===== src/assert_macros.svh =====
// Assertion macros shared by the position-correction RTL.
// Plain text macros, no dependencies.
`ifndef ASSERT_MACROS_SVH
`define ASSERT_MACROS_SVH

// Same-cycle implication, checked on i_clk outside reset.
`define ASSERT_IMP(lbl, ante, cons, msg) \
    lbl: assert property (@(posedge i_clk) disable iff (!i_rst_n) (ante) |-> (cons)) \
        else $error(msg);

// Next-cycle implication, checked on i_clk outside reset.
`define ASSERT_NEXT(lbl, ante, cons, msg) \
    lbl: assert property (@(posedge i_clk) disable iff (!i_rst_n) (ante) |=> (cons)) \
        else $error(msg);

`endif


===== src/cdpc_pkg.sv =====
// Package for capture DMA position correction: widths, register map,
// controller states, command/status structs, remainder step function.
package cdpc_pkg;

    localparam int unsigned DataW    = 32;
    localparam int unsigned FifoW    = 16;
    localparam int unsigned AddrW    = 4;
    localparam int unsigned RemIters = 16;   // two quotient bits per cycle
    localparam int unsigned RemCntW  = 4;

    localparam logic [DataW-1:0] RstPeriod = 32'd4096;
    localparam logic [DataW-1:0] RstBuffer = 32'd65536;

    typedef enum logic [1:0] {
        REG_MODE   = 2'd0,
        REG_PERIOD = 2'd1,
        REG_BUFFER = 2'd2,
        REG_FIFO   = 2'd3
    } t_reg_idx;

    typedef enum logic [6:0] {
        S_IDLE  = 7'b0000001,
        S_CHK   = 7'b0000010,
        S_DMA   = 7'b0000100,
        S_ADJ   = 7'b0001000,
        S_LINK  = 7'b0010000,
        S_FINAL = 7'b0100000,
        S_OUT   = 7'b1000000
    } t_state;

    typedef enum logic [1:0] {
        DV_NONE = 2'd0,
        DV_DMA  = 2'd1,
        DV_ADJ  = 2'd2,
        DV_LINK = 2'd3
    } t_div_sel;

    typedef enum logic [1:0] {
        OS_LINK = 2'd0,
        OS_ZERO = 2'd1,
        OS_SUM  = 2'd2
    } t_out_sel;

    typedef struct packed {
        logic     load;
        logic     div_start;
        t_div_sel div_src;
        t_div_sel cap;
        logic     bound_load;
        logic     out_load;
        t_out_sel out_sel;
    } t_cmd;

    typedef struct packed {
        logic link_le_fifo;
        logic div_busy;
        logic div_done;
        logic out_free;
    } t_sts;

    // One restoring remainder step. A zero divisor passes the dividend through.
    function automatic logic [DataW:0] rem_step(logic [DataW:0] r, logic bit_in,
                                                logic [DataW-1:0] d);
        logic [DataW:0] s;
        s = {r[DataW-1:0], bit_in};
        if (s >= {1'b0, d}) begin
            s = s - {1'b0, d};
        end
        return s;
    endfunction

endpackage


===== src/cdpc_rem.sv =====
// Iterative 32-bit remainder unit, two bits per cycle.
// Depends on cdpc_pkg.
module cdpc_rem (
    input  logic                      i_clk,
    input  logic                      i_rst_n,
    input  logic                      i_start,
    input  logic [cdpc_pkg::DataW-1:0] i_dividend,
    input  logic [cdpc_pkg::DataW-1:0] i_divisor,
    output logic                      o_busy,
    output logic                      o_done,
    output logic [cdpc_pkg::DataW-1:0] o_rem
);

    logic                        r_busy;
    logic                        r_done;
    logic [cdpc_pkg::RemCntW-1:0] r_cnt;
    logic [cdpc_pkg::DataW-1:0]   r_q;
    logic [cdpc_pkg::DataW:0]     r_r;
    logic [cdpc_pkg::DataW-1:0]   r_d;
    logic [cdpc_pkg::DataW:0]     n_r;
    logic                        last;

    assign n_r = cdpc_pkg::rem_step(
                     cdpc_pkg::rem_step(r_r, r_q[cdpc_pkg::DataW-1], r_d),
                     r_q[cdpc_pkg::DataW-2], r_d);
    assign last = (r_cnt == cdpc_pkg::RemCntW'(cdpc_pkg::RemIters - 1));

    always_ff @(posedge i_clk) begin
        if (!i_rst_n) begin
            r_busy <= 1'b0;
            r_done <= 1'b0;
            r_cnt  <= '0;
        end else begin
            r_done <= 1'b0;
            if (i_start) begin
                r_busy <= 1'b1;
                r_cnt  <= '0;
            end else if (r_busy) begin
                r_cnt <= r_cnt + 1'b1;
                if (last) begin
                    r_busy <= 1'b0;
                    r_done <= 1'b1;
                end
            end
        end
    end

    always_ff @(posedge i_clk) begin
        if (i_start) begin
            r_q <= i_dividend;
            r_r <= '0;
            r_d <= i_divisor;
        end else if (r_busy) begin
            r_q <= {r_q[cdpc_pkg::DataW-3:0], 2'b00};
            r_r <= n_r;
        end
    end

    assign o_busy = r_busy;
    assign o_done = r_done;
    assign o_rem  = r_r[cdpc_pkg::DataW-1:0];

endmodule


===== src/cdpc_dp.sv =====
// Datapath: operand registers, remainder unit, boundary logic, output register.
// Depends on cdpc_pkg and cdpc_rem.
module cdpc_dp (
    input  logic                        i_clk,
    input  logic                        i_rst_n,
    input  cdpc_pkg::t_cmd              i_cmd,
    input  logic [cdpc_pkg::DataW-1:0]  i_period,
    input  logic [cdpc_pkg::DataW-1:0]  i_buffer,
    input  logic [cdpc_pkg::FifoW-1:0]  i_fifo,
    input  logic [cdpc_pkg::DataW-1:0]  i_link_position,
    input  logic [cdpc_pkg::DataW-1:0]  i_dma_position,
    input  logic                        i_out_stall,
    output cdpc_pkg::t_sts              o_sts,
    output logic                        o_out_valid,
    output logic [cdpc_pkg::DataW-1:0]  o_corrected_position
);

    logic [cdpc_pkg::DataW-1:0] r_link;
    logic [cdpc_pkg::DataW-1:0] r_dma;
    logic [cdpc_pkg::DataW-1:0] r_adj;
    logic                       r_le;
    logic [cdpc_pkg::DataW-1:0] r_dma_off;
    logic [cdpc_pkg::DataW-1:0] r_adj_off;
    logic [cdpc_pkg::DataW-1:0] r_link_off;
    logic [cdpc_pkg::DataW-1:0] r_bound;
    logic                       r_out_valid;
    logic [cdpc_pkg::DataW-1:0] r_out;

    logic [cdpc_pkg::DataW-1:0] fifo_ext;
    logic                       in_le;
    logic [cdpc_pkg::DataW-1:0] div_in;
    logic                       div_busy;
    logic                       div_done;
    logic [cdpc_pkg::DataW-1:0] div_rem;
    logic [cdpc_pkg::DataW-1:0] adj_base;
    logic [cdpc_pkg::DataW-1:0] adj_next;
    logic [cdpc_pkg::DataW-1:0] n_bound;
    logic [cdpc_pkg::DataW-1:0] n_out;

    assign fifo_ext = {{(cdpc_pkg::DataW-cdpc_pkg::FifoW){1'b0}}, i_fifo};
    assign in_le    = (i_link_position <= fifo_ext);

    always_comb begin
        case (i_cmd.div_src)
            cdpc_pkg::DV_ADJ:  div_in = r_adj;
            cdpc_pkg::DV_LINK: div_in = r_link;
            default:           div_in = r_dma;
        endcase
    end

    cdpc_rem u_rem (
        .i_clk      (i_clk),
        .i_rst_n    (i_rst_n),
        .i_start    (i_cmd.div_start),
        .i_dividend (div_in),
        .i_divisor  (i_period),
        .o_busy     (div_busy),
        .o_done     (div_done),
        .o_rem      (div_rem)
    );

    assign adj_base = r_adj - r_adj_off;
    assign adj_next = adj_base + i_period;

    always_comb begin
        if (r_link_off >= fifo_ext) begin
            n_bound = r_link - r_link_off;
        end else if (r_dma_off >= r_adj_off) begin
            n_bound = adj_base;
        end else if (adj_next >= i_buffer) begin
            n_bound = '0;
        end else begin
            n_bound = adj_next;
        end
    end

    always_comb begin
        case (i_cmd.out_sel)
            cdpc_pkg::OS_LINK: n_out = r_link;
            cdpc_pkg::OS_SUM:  n_out = r_bound + r_dma_off;
            default:           n_out = '0;
        endcase
    end

    always_ff @(posedge i_clk) begin
        if (i_cmd.load) begin
            r_link <= i_link_position;
            r_dma  <= i_dma_position;
            r_le   <= in_le;
            if (in_le) begin
                r_adj <= i_buffer + i_link_position - fifo_ext;
            end else begin
                r_adj <= i_link_position - fifo_ext;
            end
        end
        case (i_cmd.cap)
            cdpc_pkg::DV_DMA:  r_dma_off  <= div_rem;
            cdpc_pkg::DV_ADJ:  r_adj_off  <= div_rem;
            cdpc_pkg::DV_LINK: r_link_off <= div_rem;
            default: ;
        endcase
        if (i_cmd.bound_load) begin
            r_bound <= n_bound;
        end
        if (i_cmd.out_load) begin
            r_out <= n_out;
        end
    end

    always_ff @(posedge i_clk) begin
        if (!i_rst_n) begin
            r_out_valid <= 1'b0;
        end else if (i_cmd.out_load) begin
            r_out_valid <= 1'b1;
        end else if (!i_out_stall) begin
            r_out_valid <= 1'b0;
        end
    end

    assign o_sts.link_le_fifo = r_le;
    assign o_sts.div_busy     = div_busy;
    assign o_sts.div_done     = div_done;
    assign o_sts.out_free     = !r_out_valid || !i_out_stall;

    assign o_out_valid          = r_out_valid;
    assign o_corrected_position = r_out;

endmodule


===== src/cdpc_ctrl.sv =====
// Controller state machine: sequences the three remainders (for corrected capture items) and the result.
// Depends on cdpc_pkg.
module cdpc_ctrl (
    input  logic           i_clk,
    input  logic           i_rst_n,
    input  logic           i_capture_mode,
    input  logic           i_in_valid,
    input  cdpc_pkg::t_sts i_sts,
    output logic           o_in_stall,
    output cdpc_pkg::t_cmd o_cmd
);

    cdpc_pkg::t_state   r_state;
    cdpc_pkg::t_state   n_state;
    logic               r_startup;
    logic               n_startup;
    cdpc_pkg::t_out_sel r_out_sel;
    cdpc_pkg::t_out_sel n_out_sel;

    always_comb begin
        n_state   = r_state;
        n_startup = r_startup;
        n_out_sel = r_out_sel;
        o_cmd     = '0;
        o_cmd.out_sel = r_out_sel;
        case (r_state)
            cdpc_pkg::S_IDLE: begin
                if (i_in_valid) begin
                    o_cmd.load = 1'b1;
                    n_state    = cdpc_pkg::S_CHK;
                end
            end
            cdpc_pkg::S_CHK: begin
                if (!i_capture_mode) begin
                    n_out_sel = cdpc_pkg::OS_LINK;
                    n_state   = cdpc_pkg::S_OUT;
                end else if (r_startup && i_sts.link_le_fifo) begin
                    n_out_sel = cdpc_pkg::OS_ZERO;
                    n_state   = cdpc_pkg::S_OUT;
                end else begin
                    n_startup       = 1'b0;
                    o_cmd.div_start = 1'b1;
                    o_cmd.div_src   = cdpc_pkg::DV_DMA;
                    n_state         = cdpc_pkg::S_DMA;
                end
            end
            cdpc_pkg::S_DMA: begin
                if (i_sts.div_done) begin
                    o_cmd.cap       = cdpc_pkg::DV_DMA;
                    o_cmd.div_start = 1'b1;
                    o_cmd.div_src   = cdpc_pkg::DV_ADJ;
                    n_state         = cdpc_pkg::S_ADJ;
                end
            end
            cdpc_pkg::S_ADJ: begin
                if (i_sts.div_done) begin
                    o_cmd.cap       = cdpc_pkg::DV_ADJ;
                    o_cmd.div_start = 1'b1;
                    o_cmd.div_src   = cdpc_pkg::DV_LINK;
                    n_state         = cdpc_pkg::S_LINK;
                end
            end
            cdpc_pkg::S_LINK: begin
                if (i_sts.div_done) begin
                    o_cmd.cap = cdpc_pkg::DV_LINK;
                    n_state   = cdpc_pkg::S_FINAL;
                end
            end
            cdpc_pkg::S_FINAL: begin
                o_cmd.bound_load = 1'b1;
                n_out_sel        = cdpc_pkg::OS_SUM;
                n_state          = cdpc_pkg::S_OUT;
            end
            cdpc_pkg::S_OUT: begin
                if (i_sts.out_free) begin
                    o_cmd.out_load = 1'b1;
                    n_state        = cdpc_pkg::S_IDLE;
                end
            end
            default: begin
                n_state = cdpc_pkg::S_IDLE;
            end
        endcase
    end

    always_ff @(posedge i_clk) begin
        if (!i_rst_n) begin
            r_state   <= cdpc_pkg::S_IDLE;
            r_startup <= 1'b1;
            r_out_sel <= cdpc_pkg::OS_LINK;
        end else begin
            r_state   <= n_state;
            r_startup <= n_startup;
            r_out_sel <= n_out_sel;
        end
    end

    assign o_in_stall = (r_state != cdpc_pkg::S_IDLE);

endmodule


===== src/capture_dma_position_correction_top.sv =====
// Capture DMA position correction, top level: APB registers, controller, datapath.
// Depends on cdpc_pkg, cdpc_ctrl, cdpc_dp and assert_macros.svh.
//
// One query item in, one corrected position out. Playback items, and capture
// items in the start-up window whose link position is at or below the FIFO
// level, go from accept through the check and output states to the result
// register. A corrected capture item runs three 32-bit remainders (DMA position,
// FIFO-adjusted link position, link position) one after another on a single
// remainder unit that retires two bits per cycle, then the boundary and output
// states. One item is in work at a time; a new item is taken as soon as its
// result is in the output register, even while that result is still stalled.
`include "assert_macros.svh"

module capture_dma_position_correction_top (
    input  logic                                i_clk,
    input  logic                                i_rst_n,
    input  logic                                psel,
    input  logic                                penable,
    input  logic                                pwrite,
    input  logic [cdpc_pkg::AddrW-1:0]          paddr,
    input  logic [cdpc_pkg::DataW-1:0]          pwdata,
    output logic [cdpc_pkg::DataW-1:0]          prdata,
    output logic                                pready,
    input  logic                                i_in_valid,
    output logic                                o_in_stall,
    input  logic [cdpc_pkg::DataW-1:0]          i_link_position,
    input  logic [cdpc_pkg::DataW-1:0]          i_dma_position,
    output logic                                o_out_valid,
    input  logic                                i_out_stall,
    output logic [cdpc_pkg::DataW-1:0]          o_corrected_position
);

    logic                       r_capture_mode;
    logic [cdpc_pkg::DataW-1:0] r_period;
    logic [cdpc_pkg::DataW-1:0] r_buffer;
    logic [cdpc_pkg::FifoW-1:0] r_fifo;
    cdpc_pkg::t_reg_idx         reg_idx;
    logic                       wr_en;
    cdpc_pkg::t_cmd             cmd;
    cdpc_pkg::t_sts             sts;

    assign pready  = 1'b1;
    assign reg_idx = cdpc_pkg::t_reg_idx'(paddr[cdpc_pkg::AddrW-1:2]);
    assign wr_en   = psel && penable && pwrite && pready;

    always_ff @(posedge i_clk) begin
        if (!i_rst_n) begin
            r_capture_mode <= 1'b0;
            r_period       <= cdpc_pkg::RstPeriod;
            r_buffer       <= cdpc_pkg::RstBuffer;
            r_fifo         <= '0;
        end else if (wr_en) begin
            case (reg_idx)
                cdpc_pkg::REG_MODE:   r_capture_mode <= pwdata[0];
                cdpc_pkg::REG_PERIOD: r_period       <= pwdata;
                cdpc_pkg::REG_BUFFER: r_buffer       <= pwdata;
                cdpc_pkg::REG_FIFO:   r_fifo         <= pwdata[cdpc_pkg::FifoW-1:0];
                default: ;
            endcase
        end
    end

    always_comb begin
        case (reg_idx)
            cdpc_pkg::REG_MODE:   prdata = {{(cdpc_pkg::DataW-1){1'b0}}, r_capture_mode};
            cdpc_pkg::REG_PERIOD: prdata = r_period;
            cdpc_pkg::REG_BUFFER: prdata = r_buffer;
            cdpc_pkg::REG_FIFO:
                prdata = {{(cdpc_pkg::DataW-cdpc_pkg::FifoW){1'b0}}, r_fifo};
            default:              prdata = '0;
        endcase
    end

    cdpc_ctrl u_ctrl (
        .i_clk          (i_clk),
        .i_rst_n        (i_rst_n),
        .i_capture_mode (r_capture_mode),
        .i_in_valid     (i_in_valid),
        .i_sts          (sts),
        .o_in_stall     (o_in_stall),
        .o_cmd          (cmd)
    );

    cdpc_dp u_dp (
        .i_clk                (i_clk),
        .i_rst_n              (i_rst_n),
        .i_cmd                (cmd),
        .i_period             (r_period),
        .i_buffer             (r_buffer),
        .i_fifo               (r_fifo),
        .i_link_position      (i_link_position),
        .i_dma_position       (i_dma_position),
        .i_out_stall          (i_out_stall),
        .o_sts                (sts),
        .o_out_valid          (o_out_valid),
        .o_corrected_position (o_corrected_position)
    );

    `ASSERT_NEXT(a_accept_busy, i_in_valid && !o_in_stall, o_in_stall, "accept did not go busy")
    `ASSERT_IMP(a_div_idle_start, cmd.div_start, !sts.div_busy, "remainder restarted while busy")
    `ASSERT_IMP(a_cap_on_done, cmd.cap != cdpc_pkg::DV_NONE, sts.div_done, "capture without done")
    `ASSERT_IMP(a_out_no_overrun, cmd.out_load, !o_out_valid || !i_out_stall, "result overrun")

endmodule


===== config.mk =====
export PLATFORM = sky130hd
export DESIGN_NAME = capture_dma_position_correction_top
export DESIGN_NICKNAME = d
export VERILOG_FILES = /design/src/cdpc_pkg.sv /design/src/cdpc_rem.sv /design/src/cdpc_dp.sv /design/src/cdpc_ctrl.sv /design/src/capture_dma_position_correction_top.sv
export VERILOG_INCLUDE_DIRS = /design/src /design/src/src
export SDC_FILE = /design/constraint.sdc
export NUM_CORES = 1
export LEC_CHECK = 0
export ABC_AREA = 0
export BUFFER_PORTS_ARGS = -buffer_cell sky130_fd_sc_hd__buf_2
export CORE_MARGIN = 5
export CORE_UTILIZATION = 55
export CTS_CLUSTER_SIZE = 12
export DETAILED_ROUTE_END_ITERATION = 7
export PLACE_DENSITY = 0.73
export SLEW_MARGIN = 20
export SYNTH_ARGS = -nofsm -noshare
export SYNTH_HDL_FRONTEND = slang
export SYNTH_SLANG_ARGS = --single-unit

===== constraint.sdc =====
create_clock -name i_clk -period 8.3 [get_ports i_clk]
set_clock_uncertainty 0.05 [all_clocks]
set_input_delay 0.415 -clock i_clk [delete_from_list [all_inputs] [get_ports i_clk]]
set_output_delay 0.415 -clock i_clk [all_outputs]
set_load 0.1 [all_outputs]

# Word-level counts from Yosys, hierarchy flattened
# Cells that the tools add are included.
# word_totals
out_inout_bits	67
mem_bits_rw	0
reg_bits	451
rom_bits	0
elab_cells	126
memories	0
latch_bits	0
in_bits	107
# classes
div	0
shift	0
n_mux	40
n_addsub	10
eq_ne	25
order_cmp	6
n_mul	0
bitwise	3
reduce_logical	19
# op_table
operator	n
$mux W32	8
$pmux W32 S2	2
$pmux W32 S4	1
$sub A32 B32 Y32	4
$add A32 B32 Y32	3
$ge A33 B32 Y1	2
$ge A32 B32 Y1	2
$sub A32 B16 Y32	2
$mux W7	7
$pmux W7 S7	1
$ge A32 B16 Y1	1
$le A32 B16 Y1	1
$eq A2 B2 Y1 const B	7
$mux W1	11
$mux W5	2
$reduce_and A2 Y1	5
$pmux W3 S3	1
$ne A2 B1 Y1 const B	4
$eq A7 B1 Y1 const B	1
$eq A7 B2 Y1 const B	1
$eq A7 B3 Y1 const B	1
$eq A7 B4 Y1 const B	1
$eq A7 B5 Y1 const B	1
$eq A7 B6 Y1 const B	1
other kinds (21)	33

# Depth between registers and ports, before layout
# depth
word_depth	7
ltp_mapped	34
mapped_depth_nobuf	33

# Modules after synthesis
# From an unflattened synthesis, not the netlist that was laid out.
# hier_totals
cells_unflattened	3555
area_unflattened_um2	33813.7
# by_module_without_submodules
mod	area_each_um2	seq_area_each_um2	instances	cells_each
cdpc_dp	21344.2	7737.4	1	2219
cdpc_rem	8079.0	2682.6	1	882
capture_dma_position_correction_top	3637.2	1621.6	1	367
cdpc_ctrl	753.2	200.2	1	87

# Worst setup path before layout
# OpenSTA, ideal clock, no wires.
# synth_timing
kind	register to register
from	register u_ctrl.r_state[1]
to	register u_dp.r_adj[0] (netlist bit), enable pin
path_stages_with_launch	4
t_arrival_ps	6085
path_slack_ps	1612
setup_time_ps	553
period_less_slack_ps	6688
required_time_ps	7697
path_cell_list	dfxtp_1 > nor3_1 > nand4b_1 > nor2_1
# synth_lines
item	line	text
start: declaration	cdpc_ctrl.sv:13	cdpc_pkg::t_state r_state;
start signal: assignment	cdpc_ctrl.sv:88	r_state <= cdpc_pkg::S_IDLE;
start signal: assignment	cdpc_ctrl.sv:92	r_state <= n_state;
end signal: assignment	cdpc_dp.sv:91	r_adj <= i_buffer + i_link_position - fifo_ext;
end signal: assignment	cdpc_dp.sv:93	r_adj <= i_link_position - fifo_ext;
end: declaration	cdpc_dp.sv:20	logic [cdpc_pkg::DataW-1:0] r_adj;

# Worst setup path after layout
# layout_timing
from	register u_dp.r_adj[0] (netlist bit)
to	register u_dp.r_bound[25] (netlist bit), data pin
# layout_via
elab_chain_len	6
# layout_lines
item	line	text
$sub A32 B32 Y32 (*)	cdpc_dp.sv:62	assign adj_base = r_adj - r_adj_off;
$add A32 B32 Y32	cdpc_dp.sv:63	assign adj_next = adj_base + i_period;
$ge A32 B32 Y1	cdpc_dp.sv:70	end else if (adj_next >= i_buffer) begin
$mux W32	cdpc_dp.sv:70	
$mux W32 (*)	cdpc_dp.sv:68	end else if (r_dma_off >= r_adj_off) begin
$mux W32 (*)	cdpc_dp.sv:66	if (r_link_off >= fifo_ext) begin
named net u_dp.n_bound (one bit)	cdpc_dp.sv:37	logic [cdpc_pkg::DataW-1:0] n_bound;
end signal: assignment	cdpc_dp.sv:103	r_bound <= n_bound;
end: declaration	cdpc_dp.sv:25	logic [cdpc_pkg::DataW-1:0] r_bound;
# Mark *: on every way through the listed nets, which the timed path passes. The rest lies on a longest branch.
# A chain may end at the register's enable or synchronous reset.

==> key figures <==
Cells and area
  – Post-layout util: 62.4%
  – Nets: 4,120
  – Layout cells sized above 1: 9.74%
  – Fill count: 4,944
  – Diodes inserted: 0
  – Multi-input gate area: 18,500 µm²
  – Area Growth Syn to Fin: 12.0%
  – Register area: 12,200 µm²

Synth
  – Register area share after synthesis: 37.9%
  – Distinct cells, synth: 95
  – Synth area leaders: edfxtp_1 (30%), ha_1 (13%), dfxtp_1 (8.1%)
  – Cells after Synth: 3,455
  – YS warnings: 0
  – Syn avg cell area: 9.34 µm²
  – Cell taking the most area after synthesis: edfxtp_1
  – EDFF count, synth: 321
  – Mapped cell area: 32,300 µm²
  – Synth top area share: 29.9%
  – Synth Flop Type: edfxtp_1
  – Seq cells post-synth: 451
  – Synth async-reset ratio: 0%
  – Post-Syn Nets: 3,918

Clock tree
  – Clock Tree Buf Depth: 3
  – Setup bufs post-CTS: 0
  – Root Buffer Master: clkbuf_16
  – CTS buffer count: 51
  – CTS tree: built
  – Clk Latency, worst-skew pair: 630 ps
  – Sink Count: 451
  – H-tree depth: 2
  – Reg clk slew, reported paths: 60 ps

Placed design
  – Buffers added on ports: 170
  – GP Congestion: 0.944
  – Half-perimeter wire length after placement: 74,000 µm

Global routing
  – First-pass GRT wire length: 144,000 µm
  – Total grt overflow: 0
  – Vias in the first global route: 25,542
  – Total GRT Usage: 28.8%
  – Largest net degree at the start of global routing: 71
  – Initial antenna violation count: 2

Drt
  – Drt first pass iters: 5
  – Initial DRC count: 2,406
  – Post-route DRC: 0
  – DR WL/cell: 21.3 µm
  – Vias: 26,979
  – Vias per cell: 6.05
  – WL final: 94,900 µm
  – ANT nets after route: 0

STA
  – Final period utilization: 88.8%
  – Relative slew slack: 39.8%
  – Final min period: 7370 ps
  – Setup TNS Final: 0 ps
  – Hold Vio Cnt, Final: 0
  – Max Freq: 136 MHz
  – Worst Max-Slew Pin Slew: 903 ps
  – Unrepaired setup endpoints after global routing: false
  – Final Slew Violations: 0
  – # setup viols final: 0

Floorplanning
  – Die Ht: 252 µm
  – Num rows: 88
  – Die area: 63,600 µm²
  – I/O pin total: 174
  – Die Width: 252 µm
  – Starting Density: 55.7%
  – Area of the core: 57,900 µm²

Hold path
  – Worst Hold Class: in -> reg
  – WHS Path Cells: 1

Power
  – Leak: 15.3 nW
  – Power Density: 157 nW/µm²
  – Design Power: 5.66 mW
  – Max IR drop VDD: 0.000153 V

Critical path
  – CP startpoint kind: register
  – Most used cell, CP: nor2_1
  – Worst EP arrival: 7800 ps
  – Setup CP Type: reg -> reg
  – Slowest-stage cell, CP: o41ai_2
  – CP required: 8730 ps
  – Crit-path max FO: 26
  – Element type at the critical path end: register
  – Slowest Stage Delay on Critical Path: 420 ps
  – R2R cell count: 32

Flow run
  – Max cap viols: 0

Outcome
  – Status: finished clean
[state kept, by name, summed over array words and instances (netlist names), 2 cells and up]
register	flops
r_buffer	32
r_period	32
u_dp.o_corrected_position	32
u_dp.r_adj	32
u_dp.r_adj_off	32
u_dp.r_bound	32
u_dp.r_dma	32
u_dp.r_dma_off	32
u_dp.r_link	32
u_dp.r_link_off	32
u_dp.u_rem.r_d	32
u_dp.u_rem.r_q	32
u_dp.u_rem.r_r	32
r_fifo	16
u_ctrl.r_state	7
u_dp.u_rem.r_cnt	4
u_ctrl.r_out_sel	2
[kinds of logic (layout without fill, tap and decap cells)]
kind of cell | after synthesis | count (layout) | share of synthesized area, %
compound gates | 1056 | 1056 | 21.3
simple gates | 856 | 856 | 12.2
flops | 451 | 451 | 37.9
buf+inv | 416 | 658 | 4.91
fa+ha+maj | 356 | 356 | 14.3
xor+xnor | 217 | 217 | 5.89
mux | 102 | 102 | 3.37
other cells | 1 | 1 | 0.0116
[worst paths after layout]
kind | start | end | slack (ps)
worst min-delay path | i_link_position[17] | u_dp.r_link[17] | 20
worst max-delay path | u_dp.r_adj[0] | u_dp.r_bound[25] | 930
worst max register to register | u_dp.r_adj[0] | u_dp.r_bound[25] | 930
worst min register to register | u_ctrl.r_startup | u_ctrl.r_startup | 390
[worst max-delay path, delay by kind of cell, from the launching register on]
| kind | cells | cell delay, ps |
|---|---|---|
| adder cells (fa/ha/maj) | 4 | 1210 |
| AO/OA/AOI/OAI | 16 | 3650 |
| flip-flops | 1 | 390 |
| XOR/XNOR | 2 | 480 |
| buffers and inverters | 3 | 490 |
| AND/OR/NAND/NOR | 7 | 920 |
[report_power, final]
group / total (mW) / internal (mW) / switching, mW
registers: 2.54 / 2.47 / 0.0637
logic: 0.919 / 0.361 / 0.558
clock network: 2.20 / 1.25 / 0.951
total: 5.66 / 4.09 / 1.57
[metal layers]
| layer | wire [µm] | up-vias | track usage, % |
|---|---|---|---|
| li1 | - | 12945 | - |
| met1 | 42300 | 12838 | 42.1 |
| met2 | 41800 | 1063 | 45.4 |
| met3 | 8510 | 133 | 4.17 |
| met4 | 2240 | 0 | 6.96 |
| met5 | 0 | - | 0 |
[stage by stage]
stage	std cells	cell area, µm²	hold slack (ps)	setup WS (ps)
4_1_cts	4461	36100	0.376	957
5_1_grt	4462	36200	7.73	498
3_5_place_dp	4309	33900	383	1000
6_report	4462	36200	16.0	928
2_1_floorplan	3455	32300	373	1610
3_3_place_gp	4309	33900	380	1050
[final cells by class]
class / count / area share [%]
Timing Repair Buffer: 257 / 4.62
Sequential cell: 451 / 33.9
Tap cell: 765 / 2.65
Clock buffer: 68 / 3.88
Inverter: 308 / 3.20
Multi-Input combinational cell: 2588 / 51.2
Clock inverter: 25 / 0.595
[cell usage after synthesis (all sizes together) (23+ instances only)]
library cell  count
edfxtp          321
mux2i            60
o21a             39
o21ai           219
a21o            123
nor2            239
nand3            45
inv             308
ha              333
a22o             37
fa               23
mux2             41
nand4            36
nor2b            38
a21boi           87
o21bai           24
a21oi           308
a22oi            59
nand2           312
nor3             49
nand2b           32
a211oi           24
xor2             73
xnor2           144
and3             23
dfxtp           130
clkbuf           92
[cell usage in the layout, fill, tap and decap left out, types with 59 or more instances in the layout]
| master | count |
|---|---|
| o21ai_0 | 200 |
| a22oi_1 | 59 |
| xnor2_1 | 144 |
| dlygate4sd3_1 | 59 |
| nand2_1 | 311 |
| mux2i_1 | 60 |
| ha_1 | 333 |
| dfxtp_1 | 128 |
| a21boi_0 | 87 |
| edfxtp_1 | 321 |
| nor2_1 | 236 |
| a21oi_1 | 303 |
| xor2_1 | 73 |
| a21o_1 | 123 |
| inv_1 | 308 |
| buf_2 | 170 |
[repair_timing]
item	CTS	global route
hold buffers	59	0
endpoints found under the hold margin	60	0
gates resized for setup	0	0
Power figures use the tool's default switching activity.
